`src/design/spmd_pkg.sv`:
```
// Shared types and constants for the sorted prefix max distance block.
package spmd_pkg;

  localparam int unsigned MAX_ENTRIES_DEF = 64;
  localparam int unsigned DIST_WIDTH_DEF  = 32;

  localparam int unsigned IN_TDATA_W  = 32;  // dist_value
  localparam int unsigned IN_TUSER_W  = 1;   // is_related
  localparam int unsigned OUT_TDATA_W = 32;  // max_reach
  localparam int unsigned OUT_TUSER_W = 1;   // overflowed

  // Result of one magnitude compare of a against b.
  typedef struct packed {
    logic lt;
    logic eq;
  } cmp_res_t;

endpackage

```
`src/design/sorted_prefix_max_distance.sv`:
```
// Top level: entry store, scan sequencer and output register.
//
// Usage. The in_ channel carries one entry per word: in_tdata is the distance
// (unsigned Q16.16), in_tuser the related flag and in_tlast closes the set.
// Entries load at one word per cycle while in_tready is high, into an internal
// store of MAX_ENTRIES rows; words beyond that depth are dropped and the set
// is marked overflowed. The word with in_tlast starts two passes over the N
// stored entries through one shared comparator: the first finds the earliest
// smallest unrelated distance (store read, compare), the second takes the
// largest related distance that sorts ahead of it (store read, compare against
// the unrelated bound, compare against the best so far). in_tready is low
// during the passes. The result sits in an output register: while the
// receiver stalls it holds, and the next set still loads; only the end of
// the next scan waits for the register to drain.
// out_tdata is max_reach, out_tuser is overflowed. Reset empties the store
// count, clears the overflow mark and drops any pending result word.
module sorted_prefix_max_distance #(
  parameter int unsigned MAX_ENTRIES = spmd_pkg::MAX_ENTRIES_DEF,
  parameter int unsigned DIST_WIDTH  = spmd_pkg::DIST_WIDTH_DEF
) (
  input  logic                               clk,
  input  logic                               rst_n,
  input  logic                               in_tvalid,
  output logic                               in_tready,
  input  logic [spmd_pkg::IN_TDATA_W-1:0]    in_tdata,   // [31:0] dist_value
  input  logic [spmd_pkg::IN_TUSER_W-1:0]    in_tuser,   // [0] is_related
  input  logic                               in_tlast,   // end_of_set
  output logic                               out_tvalid,
  input  logic                               out_tready,
  output logic [spmd_pkg::OUT_TDATA_W-1:0]   out_tdata,  // [31:0] max_reach
  output logic [spmd_pkg::OUT_TUSER_W-1:0]   out_tuser   // [0] overflowed
);

  localparam int unsigned IDX_W = $clog2(MAX_ENTRIES);
  localparam int unsigned CNT_W = $clog2(MAX_ENTRIES + 1);
  localparam int unsigned IN_EXT_W =
    (DIST_WIDTH > spmd_pkg::IN_TDATA_W) ? DIST_WIDTH : spmd_pkg::IN_TDATA_W;
  localparam int unsigned OUT_EXT_W =
    (DIST_WIDTH > spmd_pkg::OUT_TDATA_W) ? DIST_WIDTH : spmd_pkg::OUT_TDATA_W;

  typedef enum logic [2:0] {
    ST_LOAD,
    ST_U_RD,
    ST_U_CMP,
    ST_R_RD,
    ST_R_CMPU,
    ST_R_CMPB,
    ST_DONE
  } state_t;

  // Store: distance in the low bits, related flag on top.
  logic [DIST_WIDTH:0]   mem [MAX_ENTRIES];
  logic [DIST_WIDTH:0]   rd_q;
  logic [IDX_W-1:0]      rd_addr;

  state_t                state_r, state_nxt;
  logic [CNT_W-1:0]      cnt_r, cnt_nxt;
  logic                  ovf_r, ovf_nxt;
  logic [IDX_W-1:0]      idx_r, idx_nxt;
  logic                  have_u_r, have_u_nxt;
  logic [DIST_WIDTH-1:0] umin_r, umin_nxt;
  logic [IDX_W-1:0]      uidx_r, uidx_nxt;
  logic [DIST_WIDTH-1:0] best_r, best_nxt;
  logic                  elig_r, elig_nxt;
  logic                  out_valid_r, out_valid_nxt;
  logic [spmd_pkg::OUT_TDATA_W-1:0] out_data_r, out_data_nxt;
  logic                  out_ovf_r, out_ovf_nxt;

  logic                  in_acc;
  logic                  full;
  logic                  wr_en;
  logic [IN_EXT_W-1:0]   din_ext;
  logic [DIST_WIDTH-1:0] din_dist;
  logic [OUT_EXT_W-1:0]  best_ext;
  logic                  last_idx;
  logic [DIST_WIDTH-1:0] rd_dist;
  logic                  rd_rel;
  logic [DIST_WIDTH-1:0] cmp_b;
  spmd_pkg::cmp_res_t    cmp_res;

  assign in_tready  = (state_r == ST_LOAD);
  assign in_acc     = in_tvalid && in_tready;
  assign full       = (cnt_r == CNT_W'(MAX_ENTRIES));
  assign wr_en      = in_acc && !full;
  assign din_ext    = IN_EXT_W'(in_tdata);
  assign din_dist   = din_ext[DIST_WIDTH-1:0];
  assign best_ext   = OUT_EXT_W'(best_r);
  assign last_idx   = ((CNT_W'(idx_r) + CNT_W'(1)) == cnt_r);
  assign rd_dist    = rd_q[DIST_WIDTH-1:0];
  assign rd_rel     = rd_q[DIST_WIDTH];
  assign rd_addr    = idx_r;

  assign out_tvalid = out_valid_r;
  assign out_tdata  = out_data_r;
  assign out_tuser  = out_ovf_r;

  // Write on load, registered read during the scans.
  always_ff @(posedge clk) begin
    if (wr_en) begin
      mem[cnt_r[IDX_W-1:0]] <= {in_tuser[0], din_dist};
    end
    rd_q <= mem[rd_addr];
  end

  // One comparator: against the unrelated bound, or against the best so far.
  assign cmp_b = (state_r == ST_R_CMPB) ? best_r : umin_r;

  spmd_cmp #(
    .W (DIST_WIDTH)
  ) u_cmp (
    .a   (rd_dist),
    .b   (cmp_b),
    .res (cmp_res)
  );

  always_comb begin
    state_nxt     = state_r;
    cnt_nxt       = cnt_r;
    ovf_nxt       = ovf_r;
    idx_nxt       = idx_r;
    have_u_nxt    = have_u_r;
    umin_nxt      = umin_r;
    uidx_nxt      = uidx_r;
    best_nxt      = best_r;
    elig_nxt      = elig_r;
    out_valid_nxt = out_valid_r;
    out_data_nxt  = out_data_r;
    out_ovf_nxt   = out_ovf_r;

    // Drop the result word once taken.
    if (out_valid_r && out_tready) begin
      out_valid_nxt = 1'b0;
    end

    unique case (state_r)
      ST_LOAD: begin
        if (in_acc) begin
          if (full) begin
            ovf_nxt = 1'b1;
          end else begin
            cnt_nxt = cnt_r + CNT_W'(1);
          end
          if (in_tlast) begin
            idx_nxt    = '0;
            have_u_nxt = 1'b0;
            state_nxt  = ST_U_RD;
          end
        end
      end
      ST_U_RD: begin
        state_nxt = ST_U_CMP;
      end
      ST_U_CMP: begin
        // Keep the earliest of the smallest unrelated distances.
        if (!rd_rel && (!have_u_r || cmp_res.lt)) begin
          have_u_nxt = 1'b1;
          umin_nxt   = rd_dist;
          uidx_nxt   = idx_r;
        end
        if (last_idx) begin
          idx_nxt   = '0;
          best_nxt  = '0;
          state_nxt = ST_R_RD;
        end else begin
          idx_nxt   = idx_r + IDX_W'(1);
          state_nxt = ST_U_RD;
        end
      end
      ST_R_RD: begin
        state_nxt = ST_R_CMPU;
      end
      ST_R_CMPU: begin
        // Related and sorted ahead of the first unrelated entry.
        elig_nxt  = rd_rel && (!have_u_r || cmp_res.lt ||
                               (cmp_res.eq && (idx_r < uidx_r)));
        state_nxt = ST_R_CMPB;
      end
      ST_R_CMPB: begin
        if (elig_r && !cmp_res.lt && !cmp_res.eq) begin
          best_nxt = rd_dist;
        end
        if (last_idx) begin
          state_nxt = ST_DONE;
        end else begin
          idx_nxt   = idx_r + IDX_W'(1);
          state_nxt = ST_R_RD;
        end
      end
      ST_DONE: begin
        // Hold until the output register is free.
        if (!out_valid_nxt) begin
          out_valid_nxt = 1'b1;
          out_data_nxt  = best_ext[spmd_pkg::OUT_TDATA_W-1:0];
          out_ovf_nxt   = ovf_r;
          cnt_nxt       = '0;
          ovf_nxt       = 1'b0;
          state_nxt     = ST_LOAD;
        end
      end
      default: begin
        state_nxt = ST_LOAD;
      end
    endcase
  end

  always_ff @(posedge clk) begin
    if (!rst_n) begin
      state_r     <= ST_LOAD;
      cnt_r       <= '0;
      ovf_r       <= 1'b0;
      out_valid_r <= 1'b0;
    end else begin
      state_r     <= state_nxt;
      cnt_r       <= cnt_nxt;
      ovf_r       <= ovf_nxt;
      out_valid_r <= out_valid_nxt;
    end
    idx_r      <= idx_nxt;
    have_u_r   <= have_u_nxt;
    umin_r     <= umin_nxt;
    uidx_r     <= uidx_nxt;
    best_r     <= best_nxt;
    elig_r     <= elig_nxt;
    out_data_r <= out_data_nxt;
    out_ovf_r  <= out_ovf_nxt;
  end

endmodule

```
`src/design/spmd_cmp.sv`:
```
// Shared unsigned magnitude comparator used by every compare step of the scans.
module spmd_cmp #(
  parameter int unsigned W = spmd_pkg::DIST_WIDTH_DEF
) (
  input  logic [W-1:0]       a,
  input  logic [W-1:0]       b,
  output spmd_pkg::cmp_res_t res
);

  always_comb begin
    res.lt = (a < b);
    res.eq = (a == b);
  end

endmodule

```
`config.mk`:
```
export PLATFORM = sky130hd
export DESIGN_NAME = sorted_prefix_max_distance
export DESIGN_NICKNAME = d
export VERILOG_FILES = /design/src/design/spmd_pkg.sv /design/src/design/sorted_prefix_max_distance.sv /design/src/design/spmd_cmp.sv
export SDC_FILE = /design/constraint.sdc
export NUM_CORES = 2
export LEC_CHECK = 0
export BUFFER_PORTS_ARGS = -buffer_cell sky130_fd_sc_hd__buf_2
export CORE_MARGIN = 2
export CORE_UTILIZATION = 50
export DETAILED_ROUTE_END_ITERATION = 7
export PLACE_DENSITY_LB_ADDON = 0.15
export REMOVE_ABC_BUFFERS = 1
export SLEW_MARGIN = 20
export SYNTH_ARGS = -nofsm -noshare
export SYNTH_HDL_FRONTEND = slang
export SYNTH_HIERARCHICAL = 1
export SYNTH_SLANG_ARGS = --single-unit
```
`constraint.sdc`:
```
create_clock -name clk -period 9.2 [get_ports clk]
set_clock_uncertainty 0.15 [all_clocks]
set_input_delay 0.46 -clock clk [delete_from_list [all_inputs] [get_ports clk]]
set_output_delay 0.46 -clock clk [all_outputs]
set_load 0.02 [all_outputs]
```
; ---- Word-level counts from Yosys, hierarchy flattened
; Memory sizes are Yosys's and may differ from the RTL's. A register that Yosys moved wholly into a read port is not among the register bits.
; Cells that the tools add are included.
[word_totals]
wordCells = 96
inputBits = 38
mem_count = 1
ff_bits = 123
out_inout_bits = 35
ramBits = 2112
[classes]
n_bitwise = 1
order_cmp = 2
n_eq_ne = 18
n_reduce_logical = 28
muxes = 31
addsub = 3
[mem_list]
columns = memory, words, word_bits, rd, rd_ports_with_merged_regs, write_ports, line
row1 = mem, 64, 33, 1, 1, 1, sorted_prefix_max_distance.sv:52  ; logic [DIST_WIDTH:0] mem [MAX_ENTRIES];
[ops]
columns = cell, count
row1 = $mux 32, 3
row2 = $pmux 32 s2, 1
row3 = $eq 32x32->1, 1
row4 = $lt 32x32->1, 1
row5 = $mux 6, 4
row6 = $mux 7, 3
row7 = $pmux 3 s7, 1
row8 = $pmux 6 s3, 1
row9 = $reduce_and 4->1, 4
row10 = $pmux 7 s2, 1
row11 = $mux 3, 4
row12 = $mux 1, 10
row13 = $ne 2x2->1 const B, 5
row14 = $eq 3x3->1 const B, 3
row15 = $logic_and 1x1->1, 8
row16 = $ne 2x1->1 const B, 4
row17 = $add 6x1->7 const B, 1
row18 = $add 7x1->7 const B, 1
row19 = $eq 7x7->1, 1
row20 = $eq 7x7->1 const B, 1
row21 = $add 6x1->6 const B, 1
row22 = $eq 3x2->1 const B, 2
row23 = $lt 6x6->1, 1
row24 = $reduce_and 3->1, 2
row25 = other kinds (10), 19

; ---- Logic depth before layout (Yosys ltp)
[logic_depth]
ltp_word = 8
depth_mapped = 17
mapped_depth_nobuf = 14

; ---- By module
; Netlist, hierarchy kept.
[modules_own_cells]
columns = mod, cells_per_inst, area_each_um2, n_inst, seq_area_each_um2
row1 = sorted_prefix_max_distance, 3624, 85985.0, 1, 67654.9
row2 = spmd_cmp, 115, 812.0, 1, 0.0

; ---- Worst setup path after synthesis
; Ideal clock, no wire load.
[synth_timing]
path_kind = reg-to-reg
startpoint = reg state_r[2]
endpoint = reg have_u_r (enable)
t_arrival_ns = 6.349
setup_ns = 0.306
period_less_slack_ns = 6.805
path_stages_with_launch = 17
n_path_buf = 3
setup_slack_ns = 2.395
t_required_ns = 8.744
path_cell_list = dfxtp_1 clkbuf_1 nor2b_1 clkbuf_1 nand2_1 clkbuf_1 mux2_2 inv_1 ha_1 a21oi_2 nor2_1 a211o_1 or4b_1 a2111oi_2 nor2b_1 nor3_1 a31o_2
[synth_lines]
columns = item, line
row1 = from (decl), sorted_prefix_max_distance.sv:56  ; state_t state_r, state_nxt;
row2 = from (signal assigned), sorted_prefix_max_distance.sv:213  ; state_r <= state_nxt;
row3 = to (signal assigned), sorted_prefix_max_distance.sv:219  ; have_u_r <= have_u_nxt;
row4 = to (decl), sorted_prefix_max_distance.sv:60  ; logic have_u_r, have_u_nxt;

==> metrics.txt <==
# TYPE chip_impl_metric gauge
chip_impl_info{name="outcome",value="finished, violations left"} 1
chip_impl_info{name="violations",value="hold timing"} 1
chip_impl_metric{name="max-cap-violations",unit=""} 0
chip_impl_metric{name="drive_above_1_share",unit="%"} 29.51
chip_impl_info{name="timing_worst_setup_path_type",value="reg -> reg"} 1
chip_impl_metric{name="hold_violations",unit=""} 12
chip_impl_metric{name="timing.hold.worst_path_depth",unit=""} 1
chip_impl_metric{name="post-synth-top-area-fraction",unit="%"} 76.91
chip_impl_info{name="min-delay-path-class",value="in -> reg"} 1
chip_impl_metric{name="worstRegToRegCells",unit=""} 15
chip_impl_info{name="worstHoldStart",value="in_tdata[11]"} 1
chip_impl_metric{name="grt_overflow",unit=""} 0
chip_impl_metric{name="wl_met2",unit="um"} 103700
chip_impl_metric{name="measured_slew_at_the_worst_slew_check_pin",unit="ps"} 1108
chip_impl_metric{name="total_leakage_power",unit="nW"} 30.62
chip_impl_metric{name="cts_made_buffers",unit=""} 220
chip_impl_metric{name="register_bit_count_reported_by_yosys",unit=""} 2268
chip_impl_info{name="cts_tree",value="done"} 1
chip_impl_metric{name="synth_async_sr_flop_share",unit="%"} 0
chip_impl_info{name="rsz0062_at_grt",value="no"} 1
chip_impl_info{name="commonest_register_cell_after_synthesis",value="edfxtp_1"} 1
chip_impl_metric{name="arrival",unit="ps"} 5490
chip_impl_metric{name="detail_route.drc_violations",unit=""} 0
chip_impl_metric{name="port-buffer-count",unit=""} 72
chip_impl_metric{name="synth_edf_count",unit=""} 2223
chip_impl_metric{name="worst_skew_late_latency",unit="ps"} 860
chip_impl_metric{name="final_period_minus_worst_setup_slack",unit="ps"} 5049
chip_impl_metric{name="fin_crit_sh",unit="%"} 54.88
chip_impl_info{name="synth_area_leader_cell",value="edfxtp_1"} 1
chip_impl_metric{name="design_power_total",unit="mW"} 21.68
chip_impl_metric{name="syn-instance-count",unit=""} 3739
chip_impl_info{name="worst_setup_path_end_kind",value="flip-flop"} 1
chip_impl_metric{name="pwr_density_cell",unit="nW/um^2"} 220.7
chip_impl_metric{name="initial_util",unit="%"} 50.43
chip_impl_metric{name="hold_slack",unit="ps"} -5.717
chip_impl_metric{name="maximum_number_of_pins_on_one_net_before_global_route_repair",unit=""} 133
chip_impl_metric{name="drt-pass1-iter-count",unit=""} 5
chip_impl_info{name="worst_r2r_startpoint",value="state_r[2]"} 1
chip_impl_metric{name="max-slew-margin-rel",unit="%"} 26.13
chip_impl_metric{name="n_fill_cell",unit=""} 12468
chip_impl_metric{name="setup-tns-final",unit="ps"} 0
chip_impl_info{name="synth_top_cells_by_area",value="edfxtp_1, mux4_2, dfxtp_1"} 1
chip_impl_metric{name="report.final.slew_viol_count",unit=""} 0
chip_impl_metric{name="met3RoutedLength",unit="um"} 15950
chip_impl_metric{name="postRouteWirelength",unit="um"} 214700
chip_impl_info{name="critPathLaunchType",value="flip-flop"} 1
chip_impl_metric{name="total_via_count_after_detailed_routing",unit=""} 40182
chip_impl_metric{name="routed_wire_length_per_instance",unit="um"} 33.14
chip_impl_metric{name="grt_pass1_vias",unit=""} 40079
chip_impl_metric{name="finalNetCount",unit=""} 4050
chip_impl_metric{name="cts_post_setup_buffers_inserted",unit=""} 0
chip_impl_metric{name="numClockSinks",unit=""} 2268
chip_impl_info{name="highest_layer",value="met4"} 1
chip_impl_metric{name="postPlaceCellArea",unit="sq um"} 90540
chip_impl_metric{name="critical_path_required",unit="ps"} 9640
chip_impl_metric{name="drt.antenna.violating_nets",unit=""} 0
chip_impl_metric{name="vdd_ir_drop_max",unit="mV"} 0.1712
chip_impl_metric{name="achievable_freq",unit="MHz"} 198.1
chip_impl_metric{name="initialDrtViolationCount",unit=""} 4923
chip_impl_metric{name="fp.dieArea",unit="sq um"} 176900
chip_impl_metric{name="htree_num_levels",unit=""} 4
chip_impl_metric{name="final_number_of_setup_violating_endpoints",unit=""} 0
chip_impl_metric{name="floorplan.io_pins",unit=""} 73
chip_impl_metric{name="drt-met1-wl",unit="um"} 90600
chip_impl_metric{name="antenna_violations_before_repair",unit=""} 7
chip_impl_metric{name="groute.usage.overall",unit="%"} 24.71
chip_impl_metric{name="post_synth.cell_area_avg",unit="sq um"} 23.21
chip_impl_info{name="worstHoldEndpoint",value="mem[25][11]"} 1
chip_impl_metric{name="die_h",unit="um"} 420.6
chip_impl_metric{name="die_width",unit="um"} 420.6
chip_impl_metric{name="yosys.cell_types.count",unit=""} 58
chip_impl_metric{name="grt_first_pass_wirelength",unit="um"} 304400
chip_impl_metric{name="area_growth",unit="%"} 13.21
chip_impl_metric{name="post_synth_instance_area",unit="sq um"} 86800
chip_impl_metric{name="post_drt_via_cell_ratio",unit=""} 6.203
chip_impl_metric{name="timing.reg2reg.setup_slack",unit="ps"} 4150
chip_impl_metric{name="worstPathMaxFanout",unit=""} 36
chip_impl_metric{name="row_count",unit=""} 152
chip_impl_metric{name="yosys_warnings",unit=""} 6
chip_impl_info{name="endpoint_of_the_worst_slack_reg_to_reg_timing_path",value="have_u_r"} 1
chip_impl_info{name="clk_root_buffer_cell",value="clkbuf_16"} 1
chip_impl_metric{name="design.core.area",unit="sq um"} 172100
chip_impl_metric{name="synth.yosys.seq_area_share",unit="%"} 77.95
chip_impl_metric{name="max-clock-path-buffers",unit=""} 3
chip_impl_metric{name="finish.instance_area",unit="sq um"} 98270
chip_impl_metric{name="place.detailed.hpwl",unit="um"} 111800
chip_impl_metric{name="globalplace.congestion",unit=""} 0.8372
chip_impl_metric{name="clk_pin_slew",unit="ps"} 70
synth_stat cells (4+ instances only):
cell         n
edfxtp_1  2223
mux4_2     610
nor2_1     111
buf_2       75
clkbuf_1    69
mux2i_1     66
nand2_1     55
dfxtp_1     45
inv_1       43
a21oi_1     41
ha_1        40
o22ai_1     40
and3_1      33
mux2_2      33
a22oi_1     29
nor2b_1     26
buf_1       24
a211oi_1    21
buf_4       17
nand3_1     17
o21ai_0     13
o221ai_1    13
nand2b_1     9
a31oi_1      8
xnor2_1      7
xor2_1       7
buf_6        6
nand4_1      6
a21o_1       5
a21boi_0     4
nand3b_1     4
nor3_1       4
critical path, cell delays in order (launching register included):
cell	delay [ps]
dfxtp_1	470
nor2b_2	190
buf_4	330
nand2_2	590
mux2_2	490
inv_1	60
ha_1	240
a21oi_2	120
nor2_1	50
a211o_1	250
or4b_1	550
a2111oi_2	470
nor2b_1	150
nor3_2	160
buf_4	300
a31o_2	150
what timing repair did:
action                                  in CTS  in global routing
hold buffers                                 6                 16
resized for setup                            0                  0
endpoints found under the hold margin       45                117
endpoints found under the setup margin       0                  0
metal layers:
metal  vias up  track usage [%]
met2      1578            39.04
met1     21969            36.05
met5         -                0
li1      16376                -
met4         0            5.960
met3       259            4.634
how the worst max path moves through the flow:
stage / from / endpoint / slack (ps) / cells after the start
floorplan: idx_r[0] / best_ext[0] / -14390 / 7
global placement: state_r[2] / have_u_r / 4310 / 15
detailed placement: state_r[2] / best_ext[12] / 4140 / 14
CTS: state_r[2] / best_ext[7] / 4110 / 14
global route: state_r[2] / have_u_r / 3850 / 15
finish: state_r[2] / have_u_r / 4150 / 15
sequential cells by signal, summed over array words and instances (netlist names), 3 cells and up:
name       cells
uidx_r         6
mem         2112
best_ext      32
cnt_r          7
umin_r        32
rd_q          33
out_tdata     32
state_r        3
idx_r          6
cell type report:
type	count	area [sq um]	area share, %
flip-flops and latches	2268	67650	68.85
multi-input cells	1237	18570	18.89
diodes	4	10.01	0.01019
clock inverters	127	1443	1.468
well taps	2310	2890	2.941
inverters	43	161.4	0.1643
repair buffers	202	1582	1.609
clock buffers	287	5959	6.065
power by group:
part | switching [mW] | leakage [nW] | internal, mW
combinational | 0.631 | 6.78 | 0.415
sequential | 0.0696 | 20.2 | 11.4
clock | 3.88 | 3.61 | 5.28
total | 4.58 | 30.6 | 17.1
logic make-up after synthesis:
family / count (synthesis) / share of synthesized area, %
flip-flops: 2268 / 77.95
multiplexers: 709 / 17.02
AND/OR/NAND/NOR: 286 / 1.612
buffers and inverters: 234 / 1.245
AO/OA/AOI/OAI: 187 / 1.436
adder cells (fa/ha/maj): 40 / 0.5766
XOR/XNOR: 15 / 0.1672
metrics by stage:
step | hold slack [ps] | util [%] | setup WS [ps] | instances
after floorplan | 258.8 | - | -14390 | 3548
after global placement | 290.8 | 52.59 | 4312 | 6036
after detailed placement | 291.4 | 52.60 | 4142 | 6037
after CTS | 42.78 | 56.94 | 4105 | 6457
after global routing | 0.9610 | 57.09 | 3853 | 6476
final | -5.717 | 57.09 | 4151 | 6478
placed cells by master (no fill, tap or decap), types with 44 or more instances in the layout:
| cell | n |
|---|---|
| mux2i_1 | 66 |
| buf_2 | 44 |
| nor2_1 | 47 |
| buf_4 | 127 |
| nor2_4 | 64 |
| edfxtp_1 | 2223 |
| clkbuf_1 | 49 |
| dfxtp_1 | 45 |
| mux4_2 | 610 |
| nand2_1 | 54 |
| clkbuf_16 | 222 |
No activity file was read; power rests on OpenSTA's default activity.
